## config.mk

```make
export PLATFORM = sky130hd
export DESIGN_NAME = prime_field_check_codeword_encoder_flat
export DESIGN_NICKNAME = d
export VERILOG_FILES = /design/src/pfcc_pkg.sv /design/src/pfcc_if.sv /design/src/prime_field_check_codeword_encoder.sv /design/src/pfcc_mulmod.sv /design/src/pfcc_line.sv /design/src/pfcc_seq.sv /design/src/flat_wrapper.sv
export SDC_FILE = /design/constraint.sdc
export NUM_CORES = 1
export LEC_CHECK = 0
export ABC_AREA = 1
export BUFFER_PORTS_ARGS = -buffer_cell sky130_fd_sc_hd__buf_2
export CAP_MARGIN = 5
export CORE_UTILIZATION = 60
export DETAILED_ROUTE_END_ITERATION = 10
export GPL_TIMING_DRIVEN = 1
export PLACE_DENSITY = 0.86
export SLEW_MARGIN = 20
export SYNTH_ARGS = -nofsm -noshare
export SYNTH_HDL_FRONTEND = slang
export SYNTH_HIERARCHICAL = 1
export SYNTH_SLANG_ARGS = --single-unit
```

## constraint.sdc

```tcl
create_clock -name clock -period 29 [get_ports clock]
set_input_delay 4.35 -clock clock [delete_from_list [all_inputs] [get_ports clock]]
set_output_delay 4.35 -clock clock [all_outputs]
set_load 0.005 [all_outputs]
```

## src/pfcc_pkg.sv

```systemverilog
// pfcc_pkg: shared constants, types and elaboration-time functions for the
// GF(929) check codeword encoder. No dependencies.
package pfcc_pkg;

   localparam int unsigned WORD_W          = 10;
   localparam int unsigned LEVEL_W         = 3;
   localparam int unsigned FIELD_P         = 929;
   localparam int unsigned ROOT_BASE       = 3;
   localparam int unsigned MAX_CHECK_LIMIT = 32;
   localparam int unsigned MAX_CHECK_DEF   = 32;
   // levels 0..5 have their own generator; 6 and 7 share the level 5 row
   localparam int unsigned TAB_LEVELS      = 6;
   localparam int unsigned ROW_SEL_W       = $clog2(TAB_LEVELS);
   localparam int unsigned COEF_IDX_W      = $clog2(MAX_CHECK_LIMIT + 1);
   localparam int unsigned PROD_W          = 2 * WORD_W;
   // 2^10 mod 929, used to fold the high part of a product back down
   localparam int unsigned FOLD_C          = (1 << WORD_W) % FIELD_P;
   // wide enough for the first fold of a 20 bit product
   localparam int unsigned FOLD_W          = 17;

   typedef logic [WORD_W-1:0] word_type;
   typedef word_type [MAX_CHECK_LIMIT:0] gen_row_type;

   localparam word_type FIELD_P_W = WORD_W'(FIELD_P);

   typedef enum logic [1:0] {
      ST_IDLE,
      ST_CALC,
      ST_EMIT
   } state_type;

   typedef struct packed {
      logic shift;
      logic ins_calc;
      logic clear;
      logic emit;
      logic emit_last;
   } ctrl_type;

   // number of check words for a level, saturated to the line depth
   function automatic int unsigned level_count(input int unsigned level,
                                               input int unsigned max_check);
      int unsigned c;
      c = 0;
      if (level == 0) begin
         c = 0;
      end else if (level >= 6) begin
         c = max_check;
      end else begin
         c = 1 << level;
         if (c > max_check) begin
            c = max_check;
         end
      end
      return c;
   endfunction

   // coefficients of prod_{i=1..k}(x - 3^i) mod 929, leading term first
   function automatic gen_row_type gen_row(input int unsigned k);
      int unsigned g [MAX_CHECK_LIMIT+1];
      int unsigned p;
      gen_row_type row;
      p = 1;
      for (int unsigned n = 0; n <= MAX_CHECK_LIMIT; n++) begin
         g[n] = 0;
      end
      g[0] = 1;
      for (int unsigned i = 1; i <= k; i++) begin
         p = (p * ROOT_BASE) % FIELD_P;
         g[i] = 0;
         for (int unsigned j = i; j >= 1; j--) begin
            g[j] = (g[j] + FIELD_P - ((g[j-1] * p) % FIELD_P)) % FIELD_P;
         end
      end
      for (int unsigned n = 0; n <= MAX_CHECK_LIMIT; n++) begin
         row[n] = WORD_W'(g[n]);
      end
      return row;
   endfunction

endpackage

```

## src/pfcc_if.sv

```systemverilog
// pfcc_req_if / pfcc_rsp_if: valid/ready channels for codeword requests and
// encoded results. Depends on pfcc_pkg.
interface pfcc_req_if;
   logic                      valid;
   logic                      ready;
   logic [pfcc_pkg::WORD_W-1:0] data_word;
   logic                      last_data;

   modport source (output valid, output data_word, output last_data, input ready);
   modport sink   (input valid, input data_word, input last_data, output ready);
endinterface

interface pfcc_rsp_if;
   logic                      valid;
   logic                      ready;
   logic [pfcc_pkg::WORD_W-1:0] out_word;
   logic                      is_check;
   logic                      last_out;

   modport source (output valid, output out_word, output is_check, output last_out,
                   input ready);
   modport sink   (input valid, input out_word, input is_check, input last_out,
                   output ready);
endinterface

```

## src/prime_field_check_codeword_encoder.sv

```systemverilog
// prime_field_check_codeword_encoder: top level of the GF(929) check codeword
// encoder. Depends on pfcc_pkg, pfcc_if, pfcc_mulmod, pfcc_line, pfcc_seq.
//
// Data codewords (values above 928 are reduced mod 929) are passed straight
// to the output while the remainder of the message polynomial times x^k by
// prod_{i=1..k}(x - 3^i) is kept in a MAX_CHECK deep shift line. With level 0
// a request needs no remainder pass. Otherwise each accepted request is
// followed by a pass in which the whole line rotates once through the single
// multiply-mod unit, one coefficient per cycle, and the next request waits
// for that pass. On the request flagged last the k = 2^level check words
// (saturated to MAX_CHECK) follow, highest order first, one per cycle while
// the output is taken; the final one carries last_out. Writing csr_wdata
// clears the remainder and any message in progress; write it only between
// messages.
module prime_field_check_codeword_encoder #(
   parameter int unsigned MAX_CHECK = pfcc_pkg::MAX_CHECK_DEF
) (
   input  logic                           clock,
   input  logic                           reset,
   pfcc_req_if.sink                       req_ch,
   pfcc_rsp_if.source                     rsp_ch,
   input  logic                           csr_we,
   input  logic [pfcc_pkg::LEVEL_W-1:0]   csr_wdata
);

   localparam int unsigned CNT_W = $clog2(MAX_CHECK + 1);
   localparam int unsigned W     = pfcc_pkg::WORD_W;
   localparam int unsigned CW    = pfcc_pkg::COEF_IDX_W;

   localparam pfcc_pkg::gen_row_type GEN_TAB [pfcc_pkg::TAB_LEVELS] = '{
      pfcc_pkg::gen_row(pfcc_pkg::level_count(0, MAX_CHECK)),
      pfcc_pkg::gen_row(pfcc_pkg::level_count(1, MAX_CHECK)),
      pfcc_pkg::gen_row(pfcc_pkg::level_count(2, MAX_CHECK)),
      pfcc_pkg::gen_row(pfcc_pkg::level_count(3, MAX_CHECK)),
      pfcc_pkg::gen_row(pfcc_pkg::level_count(4, MAX_CHECK)),
      pfcc_pkg::gen_row(pfcc_pkg::level_count(5, MAX_CHECK))
   };

   localparam logic [CNT_W-1:0] K_TAB [8] = '{
      CNT_W'(pfcc_pkg::level_count(0, MAX_CHECK)),
      CNT_W'(pfcc_pkg::level_count(1, MAX_CHECK)),
      CNT_W'(pfcc_pkg::level_count(2, MAX_CHECK)),
      CNT_W'(pfcc_pkg::level_count(3, MAX_CHECK)),
      CNT_W'(pfcc_pkg::level_count(4, MAX_CHECK)),
      CNT_W'(pfcc_pkg::level_count(5, MAX_CHECK)),
      CNT_W'(pfcc_pkg::level_count(6, MAX_CHECK)),
      CNT_W'(pfcc_pkg::level_count(7, MAX_CHECK))
   };

   localparam logic [pfcc_pkg::LEVEL_W-1:0] TOP_LEVEL =
      pfcc_pkg::LEVEL_W'(pfcc_pkg::TAB_LEVELS - 1);

   logic [pfcc_pkg::LEVEL_W-1:0]   level_ff, level_in;
   logic [CNT_W-1:0]               k;
   logic [pfcc_pkg::ROW_SEL_W-1:0] row_sel;
   logic [CW-1:0]                  coef_idx;
   pfcc_pkg::word_type             coef;

   pfcc_pkg::word_type t_ff, t_in;
   pfcc_pkg::word_type d_red, head, next, calc_val, neg_head;
   logic [W:0]         t_sum;

   logic               rsp_valid_ff, rsp_valid_in;
   pfcc_pkg::word_type rsp_word_ff, rsp_word_in;
   logic               rsp_check_ff, rsp_check_in;
   logic               rsp_last_ff, rsp_last_in;

   pfcc_pkg::ctrl_type ctrl;
   logic [CNT_W-1:0]   step;
   logic               ready;
   logic               accept;
   logic               out_free;

   assign k        = K_TAB[level_ff];
   assign row_sel  = pfcc_pkg::ROW_SEL_W'((level_ff > TOP_LEVEL) ? TOP_LEVEL : level_ff);
   assign coef_idx = (step < CNT_W'(MAX_CHECK)) ? (CW'(step) + CW'(1)) : '0;
   assign coef     = GEN_TAB[row_sel][coef_idx];

   assign out_free     = !rsp_valid_ff || rsp_ch.ready;
   assign req_ch.ready = ready;
   assign accept       = req_ch.valid && ready;

   // reduce the incoming word and form t = d + r0
   always_comb begin
      d_red = (req_ch.data_word >= pfcc_pkg::FIELD_P_W) ?
              (req_ch.data_word - pfcc_pkg::FIELD_P_W) : req_ch.data_word;
      t_sum = {1'b0, d_red} + {1'b0, head};
      t_in  = t_ff;
      if (accept) begin
         t_in = (t_sum >= (W+1)'(pfcc_pkg::FIELD_P)) ?
                W'(t_sum - (W+1)'(pfcc_pkg::FIELD_P)) : t_sum[W-1:0];
      end
      neg_head = (head == '0) ? '0 : (pfcc_pkg::FIELD_P_W - head);
      level_in = csr_we ? csr_wdata : level_ff;
   end

   // output register, loaded by a passed-through word or a check word
   always_comb begin
      rsp_valid_in = rsp_valid_ff;
      rsp_word_in  = rsp_word_ff;
      rsp_check_in = rsp_check_ff;
      rsp_last_in  = rsp_last_ff;
      priority if (accept) begin
         rsp_valid_in = 1'b1;
         rsp_word_in  = d_red;
         rsp_check_in = 1'b0;
         rsp_last_in  = (k == '0) && req_ch.last_data;
      end else if (ctrl.emit) begin
         rsp_valid_in = 1'b1;
         rsp_word_in  = neg_head;
         rsp_check_in = 1'b1;
         rsp_last_in  = ctrl.emit_last;
      end else if (rsp_ch.ready) begin
         rsp_valid_in = 1'b0;
      end
   end

   always_ff @(posedge clock) begin
      if (reset) begin
         level_ff     <= '0;
         rsp_valid_ff <= 1'b0;
      end else begin
         level_ff     <= level_in;
         rsp_valid_ff <= rsp_valid_in;
      end
   end

   always_ff @(posedge clock) begin
      t_ff         <= t_in;
      rsp_word_ff  <= rsp_word_in;
      rsp_check_ff <= rsp_check_in;
      rsp_last_ff  <= rsp_last_in;
   end

   assign rsp_ch.valid    = rsp_valid_ff;
   assign rsp_ch.out_word = rsp_word_ff;
   assign rsp_ch.is_check = rsp_check_ff;
   assign rsp_ch.last_out = rsp_last_ff;

   pfcc_mulmod u_mulmod (
      .clock  (clock),
      .coef   (coef),
      .t_val  (t_ff),
      .addend (next),
      .diff   (calc_val)
   );

   pfcc_line #(
      .DEPTH (MAX_CHECK)
   ) u_line (
      .clock    (clock),
      .reset    (reset),
      .ctrl     (ctrl),
      .calc_val (calc_val),
      .head     (head),
      .next     (next)
   );

   pfcc_seq #(
      .MAX_CHECK (MAX_CHECK),
      .CNT_W     (CNT_W)
   ) u_seq (
      .clock     (clock),
      .reset     (reset),
      .req_valid (req_ch.valid),
      .req_last  (req_ch.last_data),
      .out_free  (out_free),
      .csr_we    (csr_we),
      .k         (k),
      .req_ready (ready),
      .ctrl      (ctrl),
      .step      (step)
   );

endmodule

```

## src/pfcc_mulmod.sv

```systemverilog
// pfcc_mulmod: shared multiply-mod unit, computes (a - c*t) mod 929 with a
// registered product. Depends on pfcc_pkg.
module pfcc_mulmod (
   input  logic                 clock,
   input  pfcc_pkg::word_type   coef,
   input  pfcc_pkg::word_type   t_val,
   input  pfcc_pkg::word_type   addend,
   output pfcc_pkg::word_type   diff
);

   localparam int unsigned W  = pfcc_pkg::WORD_W;
   localparam int unsigned PW = pfcc_pkg::PROD_W;
   localparam int unsigned FW = pfcc_pkg::FOLD_W;
   localparam logic [FW-1:0] FOLD = FW'(pfcc_pkg::FOLD_C);
   localparam logic [FW-1:0] P_F  = FW'(pfcc_pkg::FIELD_P);

   logic [PW-1:0]      prod_ff, prod_in;
   pfcc_pkg::word_type addend_ff, addend_in;
   logic [FW-1:0]      x1, x2, x3;
   pfcc_pkg::word_type red;
   logic [W:0]         wrap;

   assign prod_in   = PW'(coef) * PW'(t_val);
   assign addend_in = addend;

   always_ff @(posedge clock) begin
      prod_ff   <= prod_in;
      addend_ff <= addend_in;
   end

   // three folds of 2^10 == 95 bring the product below 2*929
   always_comb begin
      x1   = FW'(prod_ff[PW-1:W]) * FOLD + FW'(prod_ff[W-1:0]);
      x2   = FW'(x1[FW-1:W]) * FOLD + FW'(x1[W-1:0]);
      x3   = FW'(x2[FW-1:W]) * FOLD + FW'(x2[W-1:0]);
      red  = (x3 >= P_F) ? W'(x3 - P_F) : W'(x3);
      wrap = {1'b0, addend_ff} + (W+1)'(pfcc_pkg::FIELD_P) - {1'b0, red};
      diff = (addend_ff >= red) ? (addend_ff - red) : wrap[W-1:0];
   end

endmodule

```

## src/pfcc_line.sv

```systemverilog
// pfcc_line: remainder shift line, one coefficient per tap, head at tap 0.
// Depends on pfcc_pkg.
module pfcc_line #(
   parameter int unsigned DEPTH = pfcc_pkg::MAX_CHECK_DEF
) (
   input  logic               clock,
   input  logic               reset,
   input  pfcc_pkg::ctrl_type ctrl,
   input  pfcc_pkg::word_type calc_val,
   output pfcc_pkg::word_type head,
   output pfcc_pkg::word_type next
);

   pfcc_pkg::word_type sr_ff [DEPTH];
   pfcc_pkg::word_type sr_in [DEPTH];

   always_comb begin
      sr_in = sr_ff;
      if (ctrl.clear) begin
         for (int j = 0; j < DEPTH; j++) begin
            sr_in[j] = '0;
         end
      end else if (ctrl.shift) begin
         for (int j = 0; j < DEPTH - 1; j++) begin
            sr_in[j] = sr_ff[j+1];
         end
         sr_in[DEPTH-1] = ctrl.ins_calc ? calc_val : '0;
      end
   end

   always_ff @(posedge clock) begin
      if (reset) begin
         for (int j = 0; j < DEPTH; j++) begin
            sr_ff[j] <= '0;
         end
      end else begin
         sr_ff <= sr_in;
      end
   end

   assign head = sr_ff[0];
   assign next = sr_ff[1];

endmodule

```

## src/pfcc_seq.sv

```systemverilog
// pfcc_seq: sequencer for the remainder update pass and check word output.
// Depends on pfcc_pkg.
module pfcc_seq #(
   parameter int unsigned MAX_CHECK = pfcc_pkg::MAX_CHECK_DEF,
   parameter int unsigned CNT_W     = $clog2(MAX_CHECK + 1)
) (
   input  logic               clock,
   input  logic               reset,
   input  logic               req_valid,
   input  logic               req_last,
   input  logic               out_free,
   input  logic               csr_we,
   input  logic [CNT_W-1:0]   k,
   output logic               req_ready,
   output pfcc_pkg::ctrl_type ctrl,
   output logic [CNT_W-1:0]   step
);

   localparam logic [CNT_W-1:0] LAST_STEP = CNT_W'(MAX_CHECK);
   localparam logic [CNT_W-1:0] ONE       = CNT_W'(1);

   pfcc_pkg::state_type state_ff, state_in;
   logic [CNT_W-1:0]    cnt_ff, cnt_in;
   logic                last_ff, last_in;
   logic                accept;

   assign accept = req_valid && req_ready;
   assign step   = cnt_ff;

   // next state
   always_comb begin
      state_in = state_ff;
      cnt_in   = cnt_ff;
      last_in  = last_ff;
      unique case (state_ff)
         pfcc_pkg::ST_IDLE: begin
            if (accept) begin
               last_in = req_last;
               cnt_in  = '0;
               if (k != '0) begin
                  state_in = pfcc_pkg::ST_CALC;
               end
            end
         end
         pfcc_pkg::ST_CALC: begin
            if (cnt_ff == LAST_STEP) begin
               cnt_in   = '0;
               state_in = last_ff ? pfcc_pkg::ST_EMIT : pfcc_pkg::ST_IDLE;
            end else begin
               cnt_in = cnt_ff + ONE;
            end
         end
         pfcc_pkg::ST_EMIT: begin
            if (out_free) begin
               if (cnt_ff == k - ONE) begin
                  cnt_in   = '0;
                  state_in = pfcc_pkg::ST_IDLE;
               end else begin
                  cnt_in = cnt_ff + ONE;
               end
            end
         end
         default: begin
            state_in = pfcc_pkg::ST_IDLE;
            cnt_in   = '0;
         end
      endcase
      if (csr_we) begin
         state_in = pfcc_pkg::ST_IDLE;
         cnt_in   = '0;
      end
   end

   // outputs
   always_comb begin
      req_ready = 1'b0;
      ctrl      = '0;
      ctrl.clear = csr_we;
      unique case (state_ff)
         pfcc_pkg::ST_IDLE: begin
            req_ready = out_free;
         end
         pfcc_pkg::ST_CALC: begin
            // the unit output is registered, so nothing real to insert at step 0
            ctrl.shift    = 1'b1;
            ctrl.ins_calc = (cnt_ff != '0);
         end
         pfcc_pkg::ST_EMIT: begin
            ctrl.shift     = out_free;
            ctrl.emit      = out_free;
            ctrl.emit_last = (cnt_ff == k - ONE);
         end
         default: begin
            req_ready = 1'b0;
         end
      endcase
   end

   always_ff @(posedge clock) begin
      if (reset) begin
         state_ff <= pfcc_pkg::ST_IDLE;
         cnt_ff   <= '0;
         last_ff  <= 1'b0;
      end else begin
         state_ff <= state_in;
         cnt_ff   <= cnt_in;
         last_ff  <= last_in;
      end
   end

endmodule
```

## src/flat_wrapper.sv

```systemverilog
// flat-port wrapper written by rule: the top's interface ports become plain ports
module prime_field_check_codeword_encoder_flat 
#(
   parameter int unsigned MAX_CHECK = pfcc_pkg::MAX_CHECK_DEF
)
  (clock, reset, csr_we, csr_wdata, req_ch_valid, req_ch_data_word, req_ch_last_data, req_ch_ready, rsp_ch_valid, rsp_ch_out_word, rsp_ch_is_check, rsp_ch_last_out, rsp_ch_ready);
  pfcc_req_if req_ch_i ();
  pfcc_rsp_if rsp_ch_i ();
  input  logic clock;
  input  logic reset;
  input  logic csr_we;
  input  logic [pfcc_pkg::LEVEL_W-1:0] csr_wdata;
  input wire logic [$bits(req_ch_i.valid)-1:0] req_ch_valid;
  input wire logic [$bits(req_ch_i.data_word)-1:0] req_ch_data_word;
  input wire logic [$bits(req_ch_i.last_data)-1:0] req_ch_last_data;
  output wire logic [$bits(req_ch_i.ready)-1:0] req_ch_ready;
  output wire logic [$bits(rsp_ch_i.valid)-1:0] rsp_ch_valid;
  output wire logic [$bits(rsp_ch_i.out_word)-1:0] rsp_ch_out_word;
  output wire logic [$bits(rsp_ch_i.is_check)-1:0] rsp_ch_is_check;
  output wire logic [$bits(rsp_ch_i.last_out)-1:0] rsp_ch_last_out;
  input wire logic [$bits(rsp_ch_i.ready)-1:0] rsp_ch_ready;
  assign req_ch_i.valid = req_ch_valid;
  assign req_ch_i.data_word = req_ch_data_word;
  assign req_ch_i.last_data = req_ch_last_data;
  assign req_ch_ready = req_ch_i.ready;
  assign rsp_ch_valid = rsp_ch_i.valid;
  assign rsp_ch_out_word = rsp_ch_i.out_word;
  assign rsp_ch_is_check = rsp_ch_i.is_check;
  assign rsp_ch_last_out = rsp_ch_i.last_out;
  assign rsp_ch_i.ready = rsp_ch_ready;
  prime_field_check_codeword_encoder #(.MAX_CHECK(MAX_CHECK)) u_core (.clock(clock), .reset(reset), .req_ch(req_ch_i), .rsp_ch(rsp_ch_i), .csr_we(csr_we), .csr_wdata(csr_wdata));
endmodule
```

==> results.sh, run 1 <==
export IMPL_period_needed_ns=14.34
export IMPL_synthXorXnorAreaFrac_pct=2.72
export IMPL_setup_worst_path_start="u_core/u_mulmod/prod_ff[14]"
export IMPL_cts_setup_buffers=0
export IMPL_tightest_slew_ns=0.946
export IMPL_grt_pass1_vias=20200
export IMPL_ys_top_cells_by_area="dfxtp_1, nand2_1, fa_1, ha_1, a21oi_1"
export IMPL_drv_slew=0
export IMPL_num_rows=76
export IMPL_grt_util_all_layers_pct=23.8
export IMPL_pre_cts_slack_ns=14.72
export IMPL_setup_worst_path_start_class="flip-flop"
export IMPL_rr_endpoint="u_core/u_line/sr_ff[9]"
export IMPL_grt_ovfl_total=0
export IMPL_dp_cells=3961
export IMPL_synth_top_area_share_pct=27.7
export IMPL_endpoint="u_core/u_line/sr_ff[9]"
export IMPL_synth_top_family_by_area="simple AND/OR/NAND/NOR gates"
export IMPL_htreeDepth=2
export IMPL_multi_input_comb_area_mm2=0.0153
export IMPL_synth_common_cells="nand2_1, inv_1, a21oi_1"
export IMPL_synth_most_common_cell="nand2_1"
export IMPL_syn2layout_area_growth_pct=4.27
export IMPL_regToRegStartpoint="u_core/u_mulmod/prod_ff[14]"
export IMPL_yosysUniqueCellTypes=53
export IMPL_wire_per_inst_um=12.9
export IMPL_path_max_fanout=12
export IMPL_dp_hpwl_mm=36.4
export IMPL_synth_compound_area_share_pct=10.5
export IMPL_status="finished, final reports clean"
export IMPL_min_period_over_period_pct=49.4
export IMPL_grt_pass1_wl_mm=90.2
export IMPL_cpMostUsedCell="inv_1"
export IMPL_final_util_pct=63.5
export IMPL_synth_warnings=6
export IMPL_rsz0062_at_grt="no"
export IMPL_initial_core_util_pct=60.9
export IMPL_cts_hold_buf=0
export IMPL_max_freq_mhz=69.7
export IMPL_endpoint_kind="flip-flop"
export IMPL_cts_root_buf="clkbuf_16"
export IMPL_yosys_register_bits=385
export IMPL_async_flop_share_pct=0
export IMPL_synthFlopType="dfxtp_1"
export IMPL_slowest_stage="fa_1"
export IMPL_syn_area_mm2=0.0263
export IMPL_maxCapViolCount=0
export IMPL_routed_via_density=5.23
export IMPL_fin_skew_ns=0.0165
export IMPL_reg2reg_setup_slack_ns=14.66
export IMPL_diodes=0
export IMPL_synth_simple_area_share_pct=23.9
export IMPL_stdcell_count=4031
export IMPL_worstSetupPathType="reg -> reg"
export IMPL_cts_tree="yes"
export IMPL_netlist_top_cell_by_area="dfxtp_1"
export IMPL_ys_seq_area_share_pct=30.1
export IMPL_synthMuxAreaShare_pct=0
export IMPL_clock_latency_ns=0.56
export IMPL_clk_pin_slew_ns=0.06
export IMPL_final_setup_worst_slack_ns=14.66
export IMPL_arrival_ns=14.81
export IMPL_numCtsBuffers=39
export IMPL_antenna_left=0
export IMPL_grt_max_degree=221
export IMPL_nNetsFinal=3792
export IMPL_min_delay_path_class="reg -> reg"
export IMPL_tns_ns=0
export IMPL_antenna_found_initial=0
export IMPL_post_cts_resized=0
export IMPL_r2r_cells=68
export IMPL_drc=0
export IMPL_die_w_um=211
export IMPL_syn_inst=3502
export IMPL_numPortBuffers=32
export IMPL_io_pins=33
export IMPL_core_mm2=0.0432
export IMPL_num_vias=21100
export IMPL_die_h_um=211
export IMPL_clockBufferDepth=3
export IMPL_max_stage_delay_ns=0.54
export IMPL_drive_above_1_share_pct=6.04
export IMPL_maxSlewHeadroom_pct=36.9
export IMPL_cp_required_ns=29.47
export IMPL_final_hold_violation_count=0
export IMPL_syn_area_per_cell_um2=7.51
export IMPL_nFillCells=3666
export IMPL_synth_edf_count=21
export IMPL_drtIter0Drc=1482
export IMPL_drt_wl_total_mm=51.9
export IMPL_routabilityCongestion=0.944
export IMPL_dr_pass1_iters=5
export IMPL_seqCellArea_mm2=0.00792
export IMPL_dieArea_mm2=0.0447
export IMPL_synthAdderAreaFrac_pct=21.2
export IMPL_setup_viol=0
export IMPL_clock_sinks=385
-- state kept, by name (all words and copies together), names as in the netlist, 2 cells and up --
signal / flops
u_core/u_line/sr_ff: 300
u_core/u_mulmod/prod_ff: 20
u_core/rsp_ch.out_word: 10
u_core/t_ff: 10
u_core/u_line/head: 10
u_core/u_line/next: 10
u_core/u_mulmod/addend_ff: 10
u_core/u_seq/step: 6
u_core/level_ff: 3
u_core/u_seq/state_ff: 2
-- through the flow --
step	instance area (um^2)	hold WS, ns
6_report	27400	0.364
5_1_grt	27400	0.371
4_1_cts	27400	0.364
3_5_place_dp	26200	0.357
3_3_place_gp	26200	0.355
2_1_floorplan	26300	0.433
-- metal layers --
layer	global-route usage [%]	vias up	part of all wire (%)
met4	6.77	0	2.2
met1	31.1	9793	44
li1	-	10700	-
met3	3.29	93	4.3
met5	0	-	0
met2	41.2	452	49
-- cell type report --
type                       instances  share of cell area (%)
multi-input combinational       2437                    56.0
timing repair buffer              37                   0.767
clock inverter                    13                   0.452
tap                              585                    2.67
sequential                       385                    28.9
inverter                         517                    7.17
clock buffer                      57                    4.10
-- worst min path at each step --
stage	startpoint	endpoint	slack (ns)	cells after the start
after floorplan	u_core/u_seq/last_ff	u_core/u_seq/last_ff	0.43	2
after global placement	u_core/u_line/next[4]	u_core/u_mulmod/addend_ff[4]	0.35	0
after detailed placement	u_core/u_line/next[6]	u_core/u_mulmod/addend_ff[6]	0.36	0
after CTS	u_core/u_line/next[5]	u_core/u_mulmod/addend_ff[5]	0.36	0
after global routing	u_core/u_line/next[0]	u_core/u_mulmod/addend_ff[0]	0.37	0
final	u_core/u_line/next[5]	u_core/u_mulmod/addend_ff[5]	0.36	0
-- layout by cell type, fill, tap and decap left out, types with 9 or more instances in the layout --
cell type / n
edfxtp_1: 21
a21oi_1: 398
nand3_1: 142
xnor2_1: 15
nand2_2: 16
o21ai_0: 44
fa_1: 148
dfxtp_1: 364
o21ai_2: 9
clkbuf_16: 39
inv_1: 493
nor2_4: 12
ha_1: 208
nor3_1: 9
nand2_4: 16
o21ai_1: 18
nand2_1: 1135
buf_2: 32
nor2_1: 94
clkbuf_1: 10
nand4_1: 18
o211ai_1: 11
nand3_2: 10
xor2_1: 63
inv_2: 18
o21bai_1: 10
-- logic make-up after synthesis --
family	count (synthesis)
AND/OR/NAND/NOR	1480
buffers and inverters	681
AO/OA/AOI/OAI	519
flip-flops	385
adder cells (fa/ha/maj)	356
XOR/XNOR	80
other	1
-- worst max-delay path, delay by kind of cell, from the launching register on --
kind	cells	cell delay, ns
flip-flops	1	0.40
adder cells (fa/ha/maj)	15	6.75
AND/OR/NAND/NOR	26	3.14
AO/OA/AOI/OAI	8	1.80
XOR/XNOR	3	0.91
buffers and inverters	16	1.25
Power of run 1 is not shown: default switching activity piles up to over one toggle a cycle in this logic, so the estimate is an artifact.
==> run 2, diff against run 1 <==
--- a/config.mk
+++ b/config.mk
@@ -5,13 +5,13 @@
 export SDC_FILE = /design/constraint.sdc
 export NUM_CORES = 1
 export LEC_CHECK = 0
-export ABC_AREA = 1
+export ABC_AREA = 0
 export BUFFER_PORTS_ARGS = -buffer_cell sky130_fd_sc_hd__buf_2
 export CAP_MARGIN = 5
-export CORE_UTILIZATION = 60
+export CORE_UTILIZATION = 59
 export DETAILED_ROUTE_END_ITERATION = 10
 export GPL_TIMING_DRIVEN = 1
-export PLACE_DENSITY = 0.86
+export PLACE_DENSITY = 0.88
 export SLEW_MARGIN = 20
 export SYNTH_ARGS = -nofsm -noshare
 export SYNTH_HDL_FRONTEND = slang
==> constraint.sdc (replaced) <==
create_clock -name clock -period 12 [get_ports clock]
set_input_delay 1.8 -clock clock [delete_from_list [all_inputs] [get_ports clock]]
set_output_delay 1.8 -clock clock [all_outputs]
set_load 0.005 [all_outputs]
==> run 2 against run 1 <==
- the flow now finishes with violations (setup timing)
- highest routed layer unchanged
- critical path type unchanged
- worst hold slack gained 0.010 ns
- global-route usage grew 2.8 points
- critical endpoint is now u_core/u_line/sr_ff[3]
- non-clock buffer count grew 258
- synthesized cell count shrank 20%
==> results.sh, run 2 <==
export IMPL_synth_top_area_share_pct=27.7
export IMPL_hold_depth=0
export IMPL_dieArea_mm2=0.0455
export IMPL_path_max_fanout=7
export IMPL_syn_area_per_cell_um2=9.39
export IMPL_fin_skew_ns=0.0196
export IMPL_clock_sinks=385
export IMPL_nNetsFinal=3362
export IMPL_setup_viol=10
export IMPL_synth_warnings=6
export IMPL_max_freq_mhz=72.3
export IMPL_cpMostUsedCell="a21oi_2"
export IMPL_ys_seq_area_share_pct=30.0
export IMPL_synth_most_common_cell="nor2_1"
export IMPL_routed_via_density=5.59
export IMPL_period_needed_ns=13.83
export IMPL_dr_pass1_iters=6
export IMPL_diodes=0
export IMPL_endpoint_kind="flip-flop"
export IMPL_numCtsBuffers=38
export IMPL_antenna_left=0
export IMPL_drc=0
export IMPL_layout_commonest_cell="nor2_1"
export IMPL_grt_pass1_wl_mm=99.6
export IMPL_grt_max_degree=267
export IMPL_syn2layout_area_growth_pct=15.3
export IMPL_largest_register_ffs=300
export IMPL_io_pins=33
export IMPL_slowest_stage="fa_2"
export IMPL_wire_per_inst_um=16.9
export IMPL_syn_area_mm2=0.0264
export IMPL_async_flop_share_pct=0
export IMPL_maxCapViolCount=0
export IMPL_drtIter0Drc=1437
export IMPL_clock_latency_ns=0.58
export IMPL_grt_pass1_vias=21000
export IMPL_core_mm2=0.0441
export IMPL_ys_top_cells_by_area="dfxtp_1, mux2i_1, fa_1, ha_1, nor2_1"
export IMPL_cts_root_buf="clkbuf_16"
export IMPL_dp_hpwl_mm=41.1
export IMPL_worstSetupPathType="reg -> reg"
export IMPL_synth_edf_count=21
export IMPL_num_rows=77
export IMPL_cts_tree="yes"
export IMPL_syn_inst=2805
export IMPL_final_cell_mix="nor2_1, dfxtp_1, mux2i_1"
export IMPL_setup_worst_path_start_class="flip-flop"
export IMPL_grt_util_all_layers_pct=26.6
export IMPL_num_vias=20200
export IMPL_final_hold_violation_count=0
export IMPL_regMostFlops="u_core/u_line/sr_ff"
export IMPL_htreeDepth=2
export IMPL_numPortBuffers=32
export IMPL_synth_common_cells="nor2_1, dfxtp_1, mux2i_1"
export IMPL_pre_cts_slack_ns=-1.74
export IMPL_antenna_found_initial=0
export IMPL_min_delay_path_class="reg -> reg"
export IMPL_die_h_um=213
export IMPL_rsz0062_at_grt="yes"
export IMPL_synthFlopType="dfxtp_1"
export IMPL_routabilityCongestion=0.921
export IMPL_arrival_ns=14.32
export IMPL_initial_core_util_pct=59.7
export IMPL_final_setup_worst_slack_ns=-1.83
export IMPL_max_stage_delay_ns=0.58
export IMPL_netlist_top_cell_by_area="dfxtp_1"
export IMPL_drive_above_1_share_pct=19.2
export IMPL_clockBufferDepth=3
export IMPL_yosys_register_bits=385
export IMPL_min_period_over_period_pct=115
export IMPL_r2r_cells=58
export IMPL_clk_pin_slew_ns=0.07
export IMPL_status="finished with violations"
export IMPL_violations="setup timing"
export IMPL_drv_slew=0
export IMPL_yosysUniqueCellTypes=107
export IMPL_cp_required_ns=12.49
export IMPL_cts_hold_buf=0
export IMPL_grt_ovfl_total=0
export IMPL_tightest_slew_ns=1.17
export IMPL_reg_top3="u_core/u_line/sr_ff x300, u_core/u_mulmod/prod_ff x20"
export IMPL_drt_wl_total_mm=60.8
export IMPL_maxSlewHeadroom_pct=21.9
export IMPL_die_w_um=213
-- run 2: critical path, delay by kind of cell (launching register included) --
kind	cells	cell delay (ns)
compound gates	24	4.72
flops	1	0.38
fa+ha+maj	14	6.04
simple gates	4	0.79
buf+inv	11	0.83
xor+xnor	4	0.80
mux	1	0.16
-- run 2: layer usage --
layer | part of all wire [%] | routed length (um) | up-vias | GRT usage [%]
li1 | - | - | 9690 | -
met1 | 41 | 25200 | 9866 | 32.1
met2 | 52 | 31400 | 486 | 47.9
met3 | 4.5 | 2740 | 137 | 4.16
met4 | 2.5 | 1520 | 0 | 9.26
met5 | 0 | 0 | - | 0
-- run 2: cells by family after synthesis --
logic type,share of synthesized area [%]
fa+ha+maj,21.2
buf+inv,9.48
flops,30.0
other cells,0.0142
mux,12.4
compound gates,9.56
xor+xnor,3.28
simple gates,14.1
-- run 2: final cells by class --
class / count / area [um^2]
multi-input cells: 1949 / 16900
clock buffers: 52 / 1110
well taps: 592 / 741
flip-flops and latches: 385 / 7940
inverters: 318 / 1200
clock inverters: 16 / 285
repair buffers: 295 / 2200
fillers: 3029 / 13700
-- run 2: final timing paths --
| path | to | from | slack, ns |
|---|---|---|---|
| worst max-delay path | u_core/u_line/sr_ff[3] | u_core/u_mulmod/prod_ff[13] | -1.83 |
| worst max register to register | u_core/u_line/sr_ff[3] | u_core/u_mulmod/prod_ff[13] | -1.83 |
| worst min-delay path | u_core/u_mulmod/addend_ff[0] | u_core/u_line/next[0] | 0.37 |
| worst min register to register | u_core/u_mulmod/addend_ff[0] | u_core/u_line/next[0] | 0.37 |
-- run 2: timing repair --
item | CTS | global route
hold endpoints to repair | 0 | 0
pin swaps | 106 | 82
cloned | 1 | 0
gates resized for setup | 77 | 56
setup endpoints to repair | 10 | 10
buffers inserted | 41 | 23
-- run 2: per-stage QoR --
step	std cells	cell area [um^2]	hold WS [ns]	util [%]	setup TNS, ns
2_1_floorplan	2807	26700	0.445	-	-7.94
3_5_place_dp	3474	27900	0.366	63.1	-14.92
4_1_cts	3584	30000	0.374	67.9	-11.53
6_report	3607	30400	0.374	68.9	-16.45
3_3_place_gp	3474	27800	0.358	63.1	-11.28
5_1_grt	3607	30400	0.373	68.9	-21.74
Power of run 2 is left out for the same reason.
==> run 3, diff against run 2 <==
--- a/config.mk
+++ b/config.mk
@@ -5,13 +5,13 @@
 export SDC_FILE = /design/constraint.sdc
 export NUM_CORES = 1
 export LEC_CHECK = 0
-export ABC_AREA = 0
+export ABC_AREA = 1
 export BUFFER_PORTS_ARGS = -buffer_cell sky130_fd_sc_hd__buf_2
 export CAP_MARGIN = 5
-export CORE_UTILIZATION = 59
+export CORE_UTILIZATION = 58
 export DETAILED_ROUTE_END_ITERATION = 10
 export GPL_TIMING_DRIVEN = 1
-export PLACE_DENSITY = 0.88
+export PLACE_DENSITY = 0.87
 export SLEW_MARGIN = 20
 export SYNTH_ARGS = -nofsm -noshare
 export SYNTH_HDL_FRONTEND = slang
==> run 3 against run 2 <==
- clock-buffer cell count rose by 1
- wire length fell by 7.4%
- via count rose by 10%
- worst setup slack improved by 1.2 ns
- worst hold slack got worse by 0.0069 ns
- non-clock buffer count fell by 92
- die area rose by 1.5%
- the flow still finishes with violations (setup timing)
- critical path depth rose by 7
- sequential share of layout area rose by 0.84 points
- cell area fell by 3.3%
- largest cell class unchanged
- global-route usage fell by 2.3 points
==> results.sh, run 3 (synthesized netlist as in run 1, its figures left out) <==
export IMPL_cp_required_ns=12.47
export IMPL_grt_util_all_layers_pct=24.3
export IMPL_grt_pass1_wl_mm=96.3
export IMPL_largest_register_ffs=300
export IMPL_numPortBuffers=32
export IMPL_cts_tree="yes"
export IMPL_numCtsBuffers=38
export IMPL_fin_skew_ns=0.0245
export IMPL_clock_sinks=385
export IMPL_grt_pass1_vias=21900
export IMPL_drtIter0Drc=1493
export IMPL_reg2reg_setup_slack_ns=-0.64
export IMPL_regToRegStartpoint="u_core/u_mulmod/prod_ff[17]"
export IMPL_grt_max_degree=261
export IMPL_worst_path_stages=65
export IMPL_rr_endpoint="u_core/u_line/sr_ff[0]"
export IMPL_dieArea_mm2=0.0462
export IMPL_initial_core_util_pct=59.2
export IMPL_period_needed_ns=12.64
export IMPL_clockBufferDepth=3
export IMPL_max_freq_mhz=79.1
export IMPL_max_stage_delay_ns=0.57
export IMPL_worst_path_buf_inv=17
export IMPL_dp_hpwl_mm=38.1
export IMPL_num_rows=77
export IMPL_fin_hold_ws_ns=0.367
export IMPL_drt_wl_total_mm=56.4
export IMPL_arrival_ns=13.11
export IMPL_io_pins=33
export IMPL_min_delay_path_class="reg -> reg"
export IMPL_layout_commonest_cell="nand2_1"
export IMPL_routabilityCongestion=0.891
export IMPL_diodes=0
export IMPL_violations="setup timing"
export IMPL_maxSlewHeadroom_pct=23.5
export IMPL_cpMostUsedCell="fa_1"
export IMPL_die_h_um=215
export IMPL_setup_viol=10
export IMPL_regMostFlops="u_core/u_line/sr_ff"
export IMPL_cts_root_buf="clkbuf_16"
export IMPL_final_hold_violation_count=0
export IMPL_cts_hold_buf=0
export IMPL_drive_above_1_share_pct=14.1
export IMPL_drv_slew=0
export IMPL_clk_pin_slew_ns=0.07
export IMPL_worstSetupPathType="reg -> reg"
export IMPL_num_vias=22200
export IMPL_slowest_stage="fa_1"
export IMPL_endpoint="u_core/u_line/sr_ff[0]"
export IMPL_drc=0
export IMPL_die_w_um=215
export IMPL_antenna_left=0
export IMPL_clock_latency_ns=0.56
export IMPL_core_mm2=0.0444
export IMPL_routed_via_density=5.28
export IMPL_status="finished with violations"
export IMPL_grt_ovfl_total=0
export IMPL_htreeDepth=2
export IMPL_final_cell_mix="nand2_1, inv_1, a21oi_1"
export IMPL_nNetsFinal=3958
export IMPL_r2r_cells=65
export IMPL_rsz0062_at_grt="yes"
export IMPL_dr_pass1_iters=5
export IMPL_maxCapViolCount=0
export IMPL_cp_top_family="adder cells"
export IMPL_tightest_slew_ns=1.15
export IMPL_reg_top3="u_core/u_line/sr_ff x300, u_core/u_mulmod/prod_ff x20"
export IMPL_nFillCells=3359
export IMPL_min_period_over_period_pct=105
export IMPL_path_max_fanout=7
export IMPL_final_setup_worst_slack_ns=-0.643
export IMPL_wire_per_inst_um=13.4
export IMPL_endpoint_kind="flip-flop"
export IMPL_setup_worst_path_start="u_core/u_mulmod/prod_ff[17]"
export IMPL_setup_worst_path_start_class="flip-flop"
export IMPL_antenna_found_initial=0
export IMPL_syn2layout_area_growth_pct=11.8
## run 3: worst min path at each step
stage                     startpoint                            to  slack (ns)  depth (start not counted)
6_report       u_core/u_line/next[4]  u_core/u_mulmod/addend_ff[4]        0.37                          0
5_1_grt        u_core/u_line/next[2]  u_core/u_mulmod/addend_ff[2]        0.37                          0
4_1_cts        u_core/u_line/next[4]  u_core/u_mulmod/addend_ff[4]        0.37                          0
3_5_place_dp   u_core/u_line/next[2]  u_core/u_mulmod/addend_ff[2]        0.36                          0
3_3_place_gp   u_core/u_line/next[3]  u_core/u_mulmod/addend_ff[3]        0.36                          0
2_1_floorplan   u_core/u_seq/last_ff          u_core/u_seq/last_ff        0.43                          2
## run 3: through the flow
stage | util [%] | worst slack, ns | instances | area [um^2] | setup TNS (ns)
final | 66.2 | -0.643 | 4204 | 29400 | -5.72
after detailed placement | 62.0 | -0.642 | 4103 | 27500 | -6.23
after floorplan | - | -0.0970 | 3503 | 26600 | -0.499
after global placement | 62.0 | -0.263 | 4103 | 27500 | -2.40
after CTS | 65.7 | -0.410 | 4197 | 29200 | -3.73
after global routing | 66.2 | -1.15 | 4204 | 29400 | -11.12
## run 3: layout make-up
class	count	area, um^2	share of cell area (%)
timing repair buffer	203	1490	5.05
clock inverter	16	140	0.477
sequential	385	7920	27.0
tap	592	741	2.52
clock buffer	53	1110	3.77
multi-input combinational	2438	16000	54.5
inverter	517	1970	6.69
## run 3: worst reg2reg max path, delay by kind of cell, from the launching register on
| family | cells | cell delay, ns |
|---|---|---|
| flip-flops | 1 | 0.37 |
| AND/OR/NAND/NOR | 17 | 1.82 |
| AO/OA/AOI/OAI | 13 | 1.94 |
| XOR/XNOR | 3 | 0.59 |
| adder cells (fa/ha/maj) | 15 | 6.30 |
| buffers and inverters | 17 | 1.54 |
## run 3: metal layers
layer | share of wire (%) | vias up | GRT usage, %
li1 | - | 11100 | -
met1 | 42 | 10500 | 29.8
met2 | 51 | 505 | 43.4
met3 | 4.4 | 124 | 3.41
met4 | 2.6 | 0 | 8.19
met5 | 0 | - | 0
## run 3: repair_timing
action                     CTS  global route
hold endpoints to repair     0             0
pin swaps                   71            46
setup buffers               24             7
setup endpoints to repair   10            10
gates resized for setup     55            31
cloned                       1             0
Power of run 3 is left out for the same reason.
